File: config.mk
export PLATFORM = sky130hd
export DESIGN_NAME = point_pair_heading_degrees
export DESIGN_NICKNAME = d
export VERILOG_FILES = /design/src/rtl/core/ppd_pkg.sv /design/src/rtl/core/ppd_prep.sv /design/src/rtl/core/ppd_cordic_stage.sv /design/src/rtl/core/ppd_finish.sv /design/src/rtl/core/point_pair_heading_degrees.sv
export SDC_FILE = /design/constraint.sdc
export NUM_CORES = 2
export LEC_CHECK = 0
export BUFFER_PORTS_ARGS = -buffer_cell sky130_fd_sc_hd__buf_2
export CELL_PAD_IN_SITES_DETAIL_PLACEMENT = 1
export CELL_PAD_IN_SITES_GLOBAL_PLACEMENT = 1
export CORE_UTILIZATION = 39
export DETAILED_ROUTE_END_ITERATION = 10
export PLACE_DENSITY = 0.79
export SLEW_MARGIN = 20
export SYNTH_ARGS = -nofsm -noshare
export SYNTH_HDL_FRONTEND = slang
export SYNTH_HIERARCHICAL = 1
export SYNTH_SLANG_ARGS = --single-unit
File: constraint.sdc
create_clock -name clk -period 30.7 [get_ports clk]
set_input_delay 1.535 -clock clk [delete_from_list [all_inputs] [get_ports clk]]
set_output_delay 1.535 -clock clk [all_outputs]
set_load 0.02 [all_outputs]
File: src/rtl/core/ppd_pkg.sv
// Shared types and constants for the point pair heading pipeline.
`default_nettype none

package ppd_pkg;

  // Coordinate and fixed-point geometry
  localparam int COORD_BITS = 12;
  localparam int DIFF_BITS  = COORD_BITS + 1;
  localparam int FRAC       = 16;
  // CORDIC x/y: magnitude below 2^COORD_BITS, scaled by 2^FRAC, gain ~1.65, sqrt(2), sign
  localparam int CW         = COORD_BITS + FRAC + 3;
  // Angle accumulator; also holds 360 degrees in Q16 plus the rounding half
  localparam int ZW         = 25;
  localparam int HEAD_BITS  = 9;

  localparam int STEPS           = 16;
  localparam int STEPS_PER_STAGE = 4;

  localparam logic [ZW-1:0] A90_Q16    = ZW'(5898674);
  localparam logic [ZW-1:0] HALF_Q16   = ZW'(32768);
  localparam logic [ZW-1:0] D180_ROUND = ZW'((180 << FRAC) + 32768);
  localparam logic [ZW-1:0] D360_ROUND = ZW'((360 << FRAC) + 32768);

  // round(atan(2^-i) * 57.3 * 2^16)
  localparam logic [ZW-1:0] STEP_ANGLE [STEPS] = '{
    ZW'(2949337), ZW'(1741095), ZW'(919947), ZW'(466979),
    ZW'(234396),  ZW'(117312),  ZW'(58670),  ZW'(29337),
    ZW'(14669),   ZW'(7334),    ZW'(3667),   ZW'(1834),
    ZW'(917),     ZW'(458),     ZW'(229),    ZW'(115)
  };

  typedef struct packed {
    logic signed [COORD_BITS-1:0] first_x;
    logic signed [COORD_BITS-1:0] first_y;
    logic signed [COORD_BITS-1:0] second_x;
    logic signed [COORD_BITS-1:0] second_y;
  } pair_t;

  typedef struct packed {
    logic [HEAD_BITS-1:0] heading_deg;
    logic                 degenerate;
  } heading_t;

  // Per-transaction flags carried alongside the CORDIC data
  typedef struct packed {
    logic degenerate;  // points coincide
    logic ax_zero;     // vertical pair, angle forced to zero
    logic ay_zero;     // horizontal pair, angle forced to 90
    logic dx_neg;      // first_x < second_x
    logic dy_pos;      // first_y > second_y
  } ctrl_t;

endpackage

`default_nettype wire

File: src/rtl/core/ppd_prep.sv
// Input stage: differences, magnitudes, quadrant flags and CORDIC seed.
`default_nettype none

module ppd_prep (
  input  wire logic                          clk,
  input  wire logic                          rst,
  input  wire logic                          load,
  input  wire logic                          valid_in,
  input  wire ppd_pkg::pair_t                pair_in,
  output logic                               valid,
  output ppd_pkg::ctrl_t                     ctrl,
  output logic signed [ppd_pkg::CW-1:0]      x,
  output logic signed [ppd_pkg::CW-1:0]      y
);

  logic signed [ppd_pkg::DIFF_BITS-1:0]  dx;
  logic signed [ppd_pkg::DIFF_BITS-1:0]  dy;
  logic signed [ppd_pkg::DIFF_BITS-1:0]  dx_abs;
  logic signed [ppd_pkg::DIFF_BITS-1:0]  dy_abs;
  logic        [ppd_pkg::COORD_BITS-1:0] ax;
  logic        [ppd_pkg::COORD_BITS-1:0] ay;
  ppd_pkg::ctrl_t                        ctrl_next;

  // Sign-extended differences and their magnitudes
  always_comb begin
    dx = {pair_in.first_x[ppd_pkg::COORD_BITS-1], pair_in.first_x}
       - {pair_in.second_x[ppd_pkg::COORD_BITS-1], pair_in.second_x};
    dy = {pair_in.first_y[ppd_pkg::COORD_BITS-1], pair_in.first_y}
       - {pair_in.second_y[ppd_pkg::COORD_BITS-1], pair_in.second_y};
    dx_abs = dx[ppd_pkg::DIFF_BITS-1] ? -dx : dx;
    dy_abs = dy[ppd_pkg::DIFF_BITS-1] ? -dy : dy;
    ax = dx_abs[ppd_pkg::COORD_BITS-1:0];
    ay = dy_abs[ppd_pkg::COORD_BITS-1:0];

    ctrl_next.ax_zero    = (dx == '0);
    ctrl_next.ay_zero    = (dy == '0);
    ctrl_next.degenerate = ctrl_next.ax_zero && ctrl_next.ay_zero;
    ctrl_next.dx_neg     = dx[ppd_pkg::DIFF_BITS-1];
    ctrl_next.dy_pos     = !dy[ppd_pkg::DIFF_BITS-1] && !ctrl_next.ay_zero;
  end

  // Stage register
  always_ff @(posedge clk) begin
    if (rst) begin
      valid <= 1'b0;
    end else if (load) begin
      valid <= valid_in;
    end
  end

  always_ff @(posedge clk) begin
    if (load) begin
      ctrl <= ctrl_next;
      x    <= {{(ppd_pkg::CW - ppd_pkg::COORD_BITS - ppd_pkg::FRAC){1'b0}}, ay,
               {ppd_pkg::FRAC{1'b0}}};
      y    <= {{(ppd_pkg::CW - ppd_pkg::COORD_BITS - ppd_pkg::FRAC){1'b0}}, ax,
               {ppd_pkg::FRAC{1'b0}}};
    end
  end

endmodule

`default_nettype wire

File: src/rtl/core/ppd_cordic_stage.sv
// One pipeline stage of CORDIC vectoring, several micro-rotations deep.
`default_nettype none

module ppd_cordic_stage #(
  parameter int FIRST_STEP = 0
) (
  input  wire logic                          clk,
  input  wire logic                          rst,
  input  wire logic                          load,
  input  wire logic                          valid_in,
  input  wire ppd_pkg::ctrl_t                ctrl_in,
  input  wire logic signed [ppd_pkg::CW-1:0] x_in,
  input  wire logic signed [ppd_pkg::CW-1:0] y_in,
  input  wire logic signed [ppd_pkg::ZW-1:0] z_in,
  output logic                               valid,
  output ppd_pkg::ctrl_t                     ctrl,
  output logic signed [ppd_pkg::CW-1:0]      x,
  output logic signed [ppd_pkg::CW-1:0]      y,
  output logic signed [ppd_pkg::ZW-1:0]      z
);

  localparam int N = ppd_pkg::STEPS_PER_STAGE;

  logic signed [ppd_pkg::CW-1:0] xs [N+1];
  logic signed [ppd_pkg::CW-1:0] ys [N+1];
  logic signed [ppd_pkg::ZW-1:0] zs [N+1];

  // Micro-rotations: drive y towards zero, accumulate angle
  always_comb begin
    xs[0] = x_in;
    ys[0] = y_in;
    zs[0] = z_in;
    for (int k = 0; k < N; k++) begin
      if (!ys[k][ppd_pkg::CW-1]) begin
        xs[k+1] = xs[k] + (ys[k] >>> (FIRST_STEP + k));
        ys[k+1] = ys[k] - (xs[k] >>> (FIRST_STEP + k));
        zs[k+1] = zs[k] + $signed(ppd_pkg::STEP_ANGLE[FIRST_STEP + k]);
      end else begin
        xs[k+1] = xs[k] - (ys[k] >>> (FIRST_STEP + k));
        ys[k+1] = ys[k] + (xs[k] >>> (FIRST_STEP + k));
        zs[k+1] = zs[k] - $signed(ppd_pkg::STEP_ANGLE[FIRST_STEP + k]);
      end
    end
  end

  // Stage register
  always_ff @(posedge clk) begin
    if (rst) begin
      valid <= 1'b0;
    end else if (load) begin
      valid <= valid_in;
    end
  end

  always_ff @(posedge clk) begin
    if (load) begin
      ctrl <= ctrl_in;
      x    <= xs[N];
      y    <= ys[N];
      z    <= zs[N];
    end
  end

endmodule

`default_nettype wire

File: src/rtl/core/ppd_finish.sv
// Output stage: angle clamp, quadrant rule, rounding and the result register.
`default_nettype none

module ppd_finish (
  input  wire logic                          clk,
  input  wire logic                          rst,
  input  wire logic                          load,
  input  wire logic                          valid_in,
  input  wire ppd_pkg::ctrl_t                ctrl_in,
  input  wire logic signed [ppd_pkg::ZW-1:0] z_in,
  output logic                               valid,
  output ppd_pkg::heading_t                  result
);

  logic [ppd_pkg::ZW-1:0] a;
  logic [ppd_pkg::ZW-1:0] sum;
  ppd_pkg::heading_t      result_next;

  // Base angle with the axis-aligned cases and the clamp to [0, 90]
  always_comb begin
    priority if (ctrl_in.ax_zero || z_in[ppd_pkg::ZW-1]) begin
      a = '0;
    end else if (ctrl_in.ay_zero || ($unsigned(z_in) > ppd_pkg::A90_Q16)) begin
      a = ppd_pkg::A90_Q16;
    end else begin
      a = $unsigned(z_in);
    end
  end

  // Quadrant rule with the rounding half folded into the constant
  always_comb begin
    priority if (ctrl_in.dx_neg && ctrl_in.dy_pos) begin
      sum = ppd_pkg::HALF_Q16 + a;
    end else if (ctrl_in.dx_neg) begin
      sum = ppd_pkg::D180_ROUND - a;
    end else if (ctrl_in.dy_pos) begin
      sum = ppd_pkg::D360_ROUND - a;
    end else begin
      sum = ppd_pkg::D180_ROUND + a;
    end

    result_next.degenerate  = ctrl_in.degenerate;
    result_next.heading_deg = ctrl_in.degenerate ? '0 :
      sum[ppd_pkg::FRAC + ppd_pkg::HEAD_BITS - 1 : ppd_pkg::FRAC];
  end

  // Result register
  always_ff @(posedge clk) begin
    if (rst) begin
      valid <= 1'b0;
    end else if (load) begin
      valid <= valid_in;
    end
  end

  always_ff @(posedge clk) begin
    if (load) begin
      result <= result_next;
    end
  end

endmodule

`default_nettype wire

File: src/rtl/core/point_pair_heading_degrees.sv
// Registers from an accepted pair to its heading: prep, four CORDIC stages, finish.
// Throughput: one transaction per cycle unless output stalls; 16 CORDIC micro-rotations.
// Each stage loads when it is empty or its successor loads, so bubbles close up
// and input is taken while a finished result waits under stall if a stage is empty.
// Reset (synchronous) empties every stage; no clearing pass is needed.
`default_nettype none

module point_pair_heading_degrees (
  input  wire logic              clk,
  input  wire logic              rst,
  input  wire logic              pair_valid,
  output logic                   pair_stall,
  input  wire ppd_pkg::pair_t    pair,
  output logic                   heading_valid,
  input  wire logic              heading_stall,
  output ppd_pkg::heading_t      heading
);

  localparam int NCS = ppd_pkg::STEPS / ppd_pkg::STEPS_PER_STAGE;

  logic                          prep_valid;
  ppd_pkg::ctrl_t                prep_ctrl;
  logic signed [ppd_pkg::CW-1:0] prep_x;
  logic signed [ppd_pkg::CW-1:0] prep_y;

  logic                          cs_valid [NCS+1];
  ppd_pkg::ctrl_t                cs_ctrl  [NCS+1];
  logic signed [ppd_pkg::CW-1:0] cs_x     [NCS+1];
  logic signed [ppd_pkg::CW-1:0] cs_y     [NCS+1];
  logic signed [ppd_pkg::ZW-1:0] cs_z     [NCS+1];

  logic                          cs_load  [NCS];
  logic                          prep_load;
  logic                          fin_load;

  // Load enables: a stage advances when empty or when the next one advances
  always_comb begin
    fin_load = !heading_valid || !heading_stall;
    for (int k = NCS - 1; k >= 0; k--) begin
      if (k == NCS - 1) begin
        cs_load[k] = !cs_valid[k+1] || fin_load;
      end else begin
        cs_load[k] = !cs_valid[k+1] || cs_load[k+1];
      end
    end
    prep_load  = !prep_valid || cs_load[0];
    pair_stall = !prep_load;
  end

  ppd_prep u_prep (
    .clk      (clk),
    .rst      (rst),
    .load     (prep_load),
    .valid_in (pair_valid),
    .pair_in  (pair),
    .valid    (prep_valid),
    .ctrl     (prep_ctrl),
    .x        (prep_x),
    .y        (prep_y)
  );

  // Seed of the CORDIC chain
  always_comb begin
    cs_valid[0] = prep_valid;
    cs_ctrl[0]  = prep_ctrl;
    cs_x[0]     = prep_x;
    cs_y[0]     = prep_y;
    cs_z[0]     = '0;
  end

  for (genvar g = 0; g < NCS; g++) begin : g_cordic
    ppd_cordic_stage #(
      .FIRST_STEP (g * ppd_pkg::STEPS_PER_STAGE)
    ) u_stage (
      .clk      (clk),
      .rst      (rst),
      .load     (cs_load[g]),
      .valid_in (cs_valid[g]),
      .ctrl_in  (cs_ctrl[g]),
      .x_in     (cs_x[g]),
      .y_in     (cs_y[g]),
      .z_in     (cs_z[g]),
      .valid    (cs_valid[g+1]),
      .ctrl     (cs_ctrl[g+1]),
      .x        (cs_x[g+1]),
      .y        (cs_y[g+1]),
      .z        (cs_z[g+1])
    );
  end

  ppd_finish u_finish (
    .clk      (clk),
    .rst      (rst),
    .load     (fin_load),
    .valid_in (cs_valid[NCS]),
    .ctrl_in  (cs_ctrl[NCS]),
    .z_in     (cs_z[NCS]),
    .valid    (heading_valid),
    .result   (heading)
  );

endmodule

`default_nettype wire
==> flow_summary.ini <==
[outcome]
outcome = finished clean

[sta]
finalCritPeriodShare = 0.629
setup_tns_ns = 0
rsz0062_at_grt = no
slew_violations = 0
fin_crit_ns = 19.30
max_freq_mhz = 51.8
hold_viol_final = 0
worst_pin_slew_ns = 1.25
skew_ns = 0.0332
slew_headroom = 0.165
setup_viol = 0

[clocking]
hold_buffers = 0
htree_levels = 2
worstSkewPairLatency_ns = 0.64
cts.sinks = 351
clkTransAtPathRegs_ns = 0.06
cts_root_buf = clkbuf_16
cts_resized = 0
numCtsBuffers = 45
cts_buffer_depth = 3
cts_tree = yes
postCtsSetupRepairBufs = 0

[synthesis]
synth.cell_area_um2 = 90300
synthCells = 11800
synth_warnings = 6
avgSynthCellArea_um2 = 7.64

[setup_path]
required_ns = 31.08
crit_path_top_delay_cell = clkinv_1
rr_endpoint = g_cordic[2].u_stage/x[30]
r2r_start = g_cordic[1].u_stage/y[30]
cp_data_arrival_time_ns = 19.68
cpPeakStageDelay_ns = 0.84
start_kind = flip-flop
r2r_slack_ns = 11.40
cp-end-kind = flip-flop
crit_type = flip-flop to flip-flop
r2r_cells = 65
cp_max_fo = 57

[global_route]
grt_pass1_vias = 91300
grt_usage = 0.247
grt_max_degree = 100
grt_pass1_wl_um = 485000
grt.overflow.total = 0
antenna_found_initial = 3

[die]
die_h_um = 483
start_util = 0.392
die_w_um = 483
io_pins = 64
coreArea_um2 = 230000
rows = 176
die-area_um2 = 233000

[min_path]
hold_start = g_cordic[2].u_stage/ctrl[1]
hold_path_end = g_cordic[3].u_stage/ctrl[1]
hp-class = flip-flop to flip-flop
min_path_cells = 0

[routing]
vias_per_cell = 6.01
wl_per_cell_um = 20.3
drtIter0Drc = 4780
vias = 89000
drt_wl_total_um = 301000
antenna_left = 0
remaining_drc_errors = 0
first_pass_iters = 7

[final_layout]
fillers = 28500
nets = 13200
drive_above_1_share = 0.0434
area_delta_synth_final_pct = 5.30
design_area_um2 = 95100
fin_util = 0.413

[place]
hpwl_um = 253000
numPortBuffers = 63
place.gp.congestion = 0.913
place_area_um2 = 93600

[flow_run]
maxCapViolations = 0
## worst max path at each step
stage	startpoint	to	slack [ns]	cells after the start
2_1_floorplan	g_cordic[1].u_stage/x[9]	g_cordic[2].u_stage/x[30]	15.77	64
3_3_place_gp	g_cordic[1].u_stage/y[30]	g_cordic[2].u_stage/x[30]	12.44	65
3_5_place_dp	g_cordic[1].u_stage/y[30]	g_cordic[2].u_stage/x[30]	11.72	65
4_1_cts	g_cordic[1].u_stage/y[30]	g_cordic[2].u_stage/x[30]	11.63	65
5_1_grt	g_cordic[1].u_stage/y[30]	g_cordic[2].u_stage/x[30]	10.30	65
6_report	g_cordic[1].u_stage/y[30]	g_cordic[2].u_stage/x[30]	11.40	65
## registers in the layout (all words and copies together) (netlist names)
signal                  cells
g_cordic.u_stage/x         93
u_prep/y                   12
u_finish/result            10
u_prep/ctrl                 5
u_finish/valid              1
g_cordic.u_stage/z        100
g_cordic.u_stage/valid      4
g_cordic.u_stage/y         93
u_prep/valid                1
g_cordic.u_stage/ctrl      20
u_prep/x                   12
## stage by stage
step                      worst slack, ns  hold WS, ns  std cells
after CTS                           11.63        0.421      14800
after floorplan                     15.77        0.400      11900
after detailed placement            11.72        0.407      14700
after global routing                10.30        0.425      14800
final                               11.40        0.417      14800
after global placement              12.44        0.401      14700
## final cells by class
cell class	count	area, µm²	area share
diodes	1	2.50	0.0000263
inverters	732	2750	0.0290
clock inverters	32	298	0.00313
repair buffers	95	556	0.00584
clock buffers	50	1140	0.0120
flip-flops and latches	351	10500	0.110
multi-input cells	10500	76000	0.800
well taps	3026	3790	0.0398
## critical path: cells and delay by family (launching register included)
family | cells | cell delay [ns]
flops | 1 | 0.33
xor+xnor | 9 | 1.51
compound gates | 35 | 9.92
simple gates | 7 | 1.62
fa+ha+maj | 4 | 1.40
buf+inv | 10 | 4.10
## layout by cell type, fill, tap and decap left out, types with 119 or more instances in the layout
master / count
a21o_1: 374
a21oi_1: 1131
a31oi_1: 161
and2_1: 119
and3_1: 129
edfxtp_1: 345
ha_1: 1347
inv_1: 714
nand2_1: 747
nand2b_1: 180
nand3_1: 235
nor2_1: 1042
nor2b_1: 161
nor3_1: 341
o21a_1: 166
o21ai_0: 690
o21bai_1: 143
or3_1: 141
xnor2_1: 1051
xor2_1: 494
## per-layer routing
layer,up-vias,part of all wire,track usage
met3,362,0.027,0.0126
met1,44000,0.45,0.312
met5,-,0,0
met4,0,0.023,0.0603
li1,43200,-,-
met2,1459,0.50,0.455
Power is not shown: default switching activity piles up to over one toggle a cycle in this logic, so the estimate is an artifact.
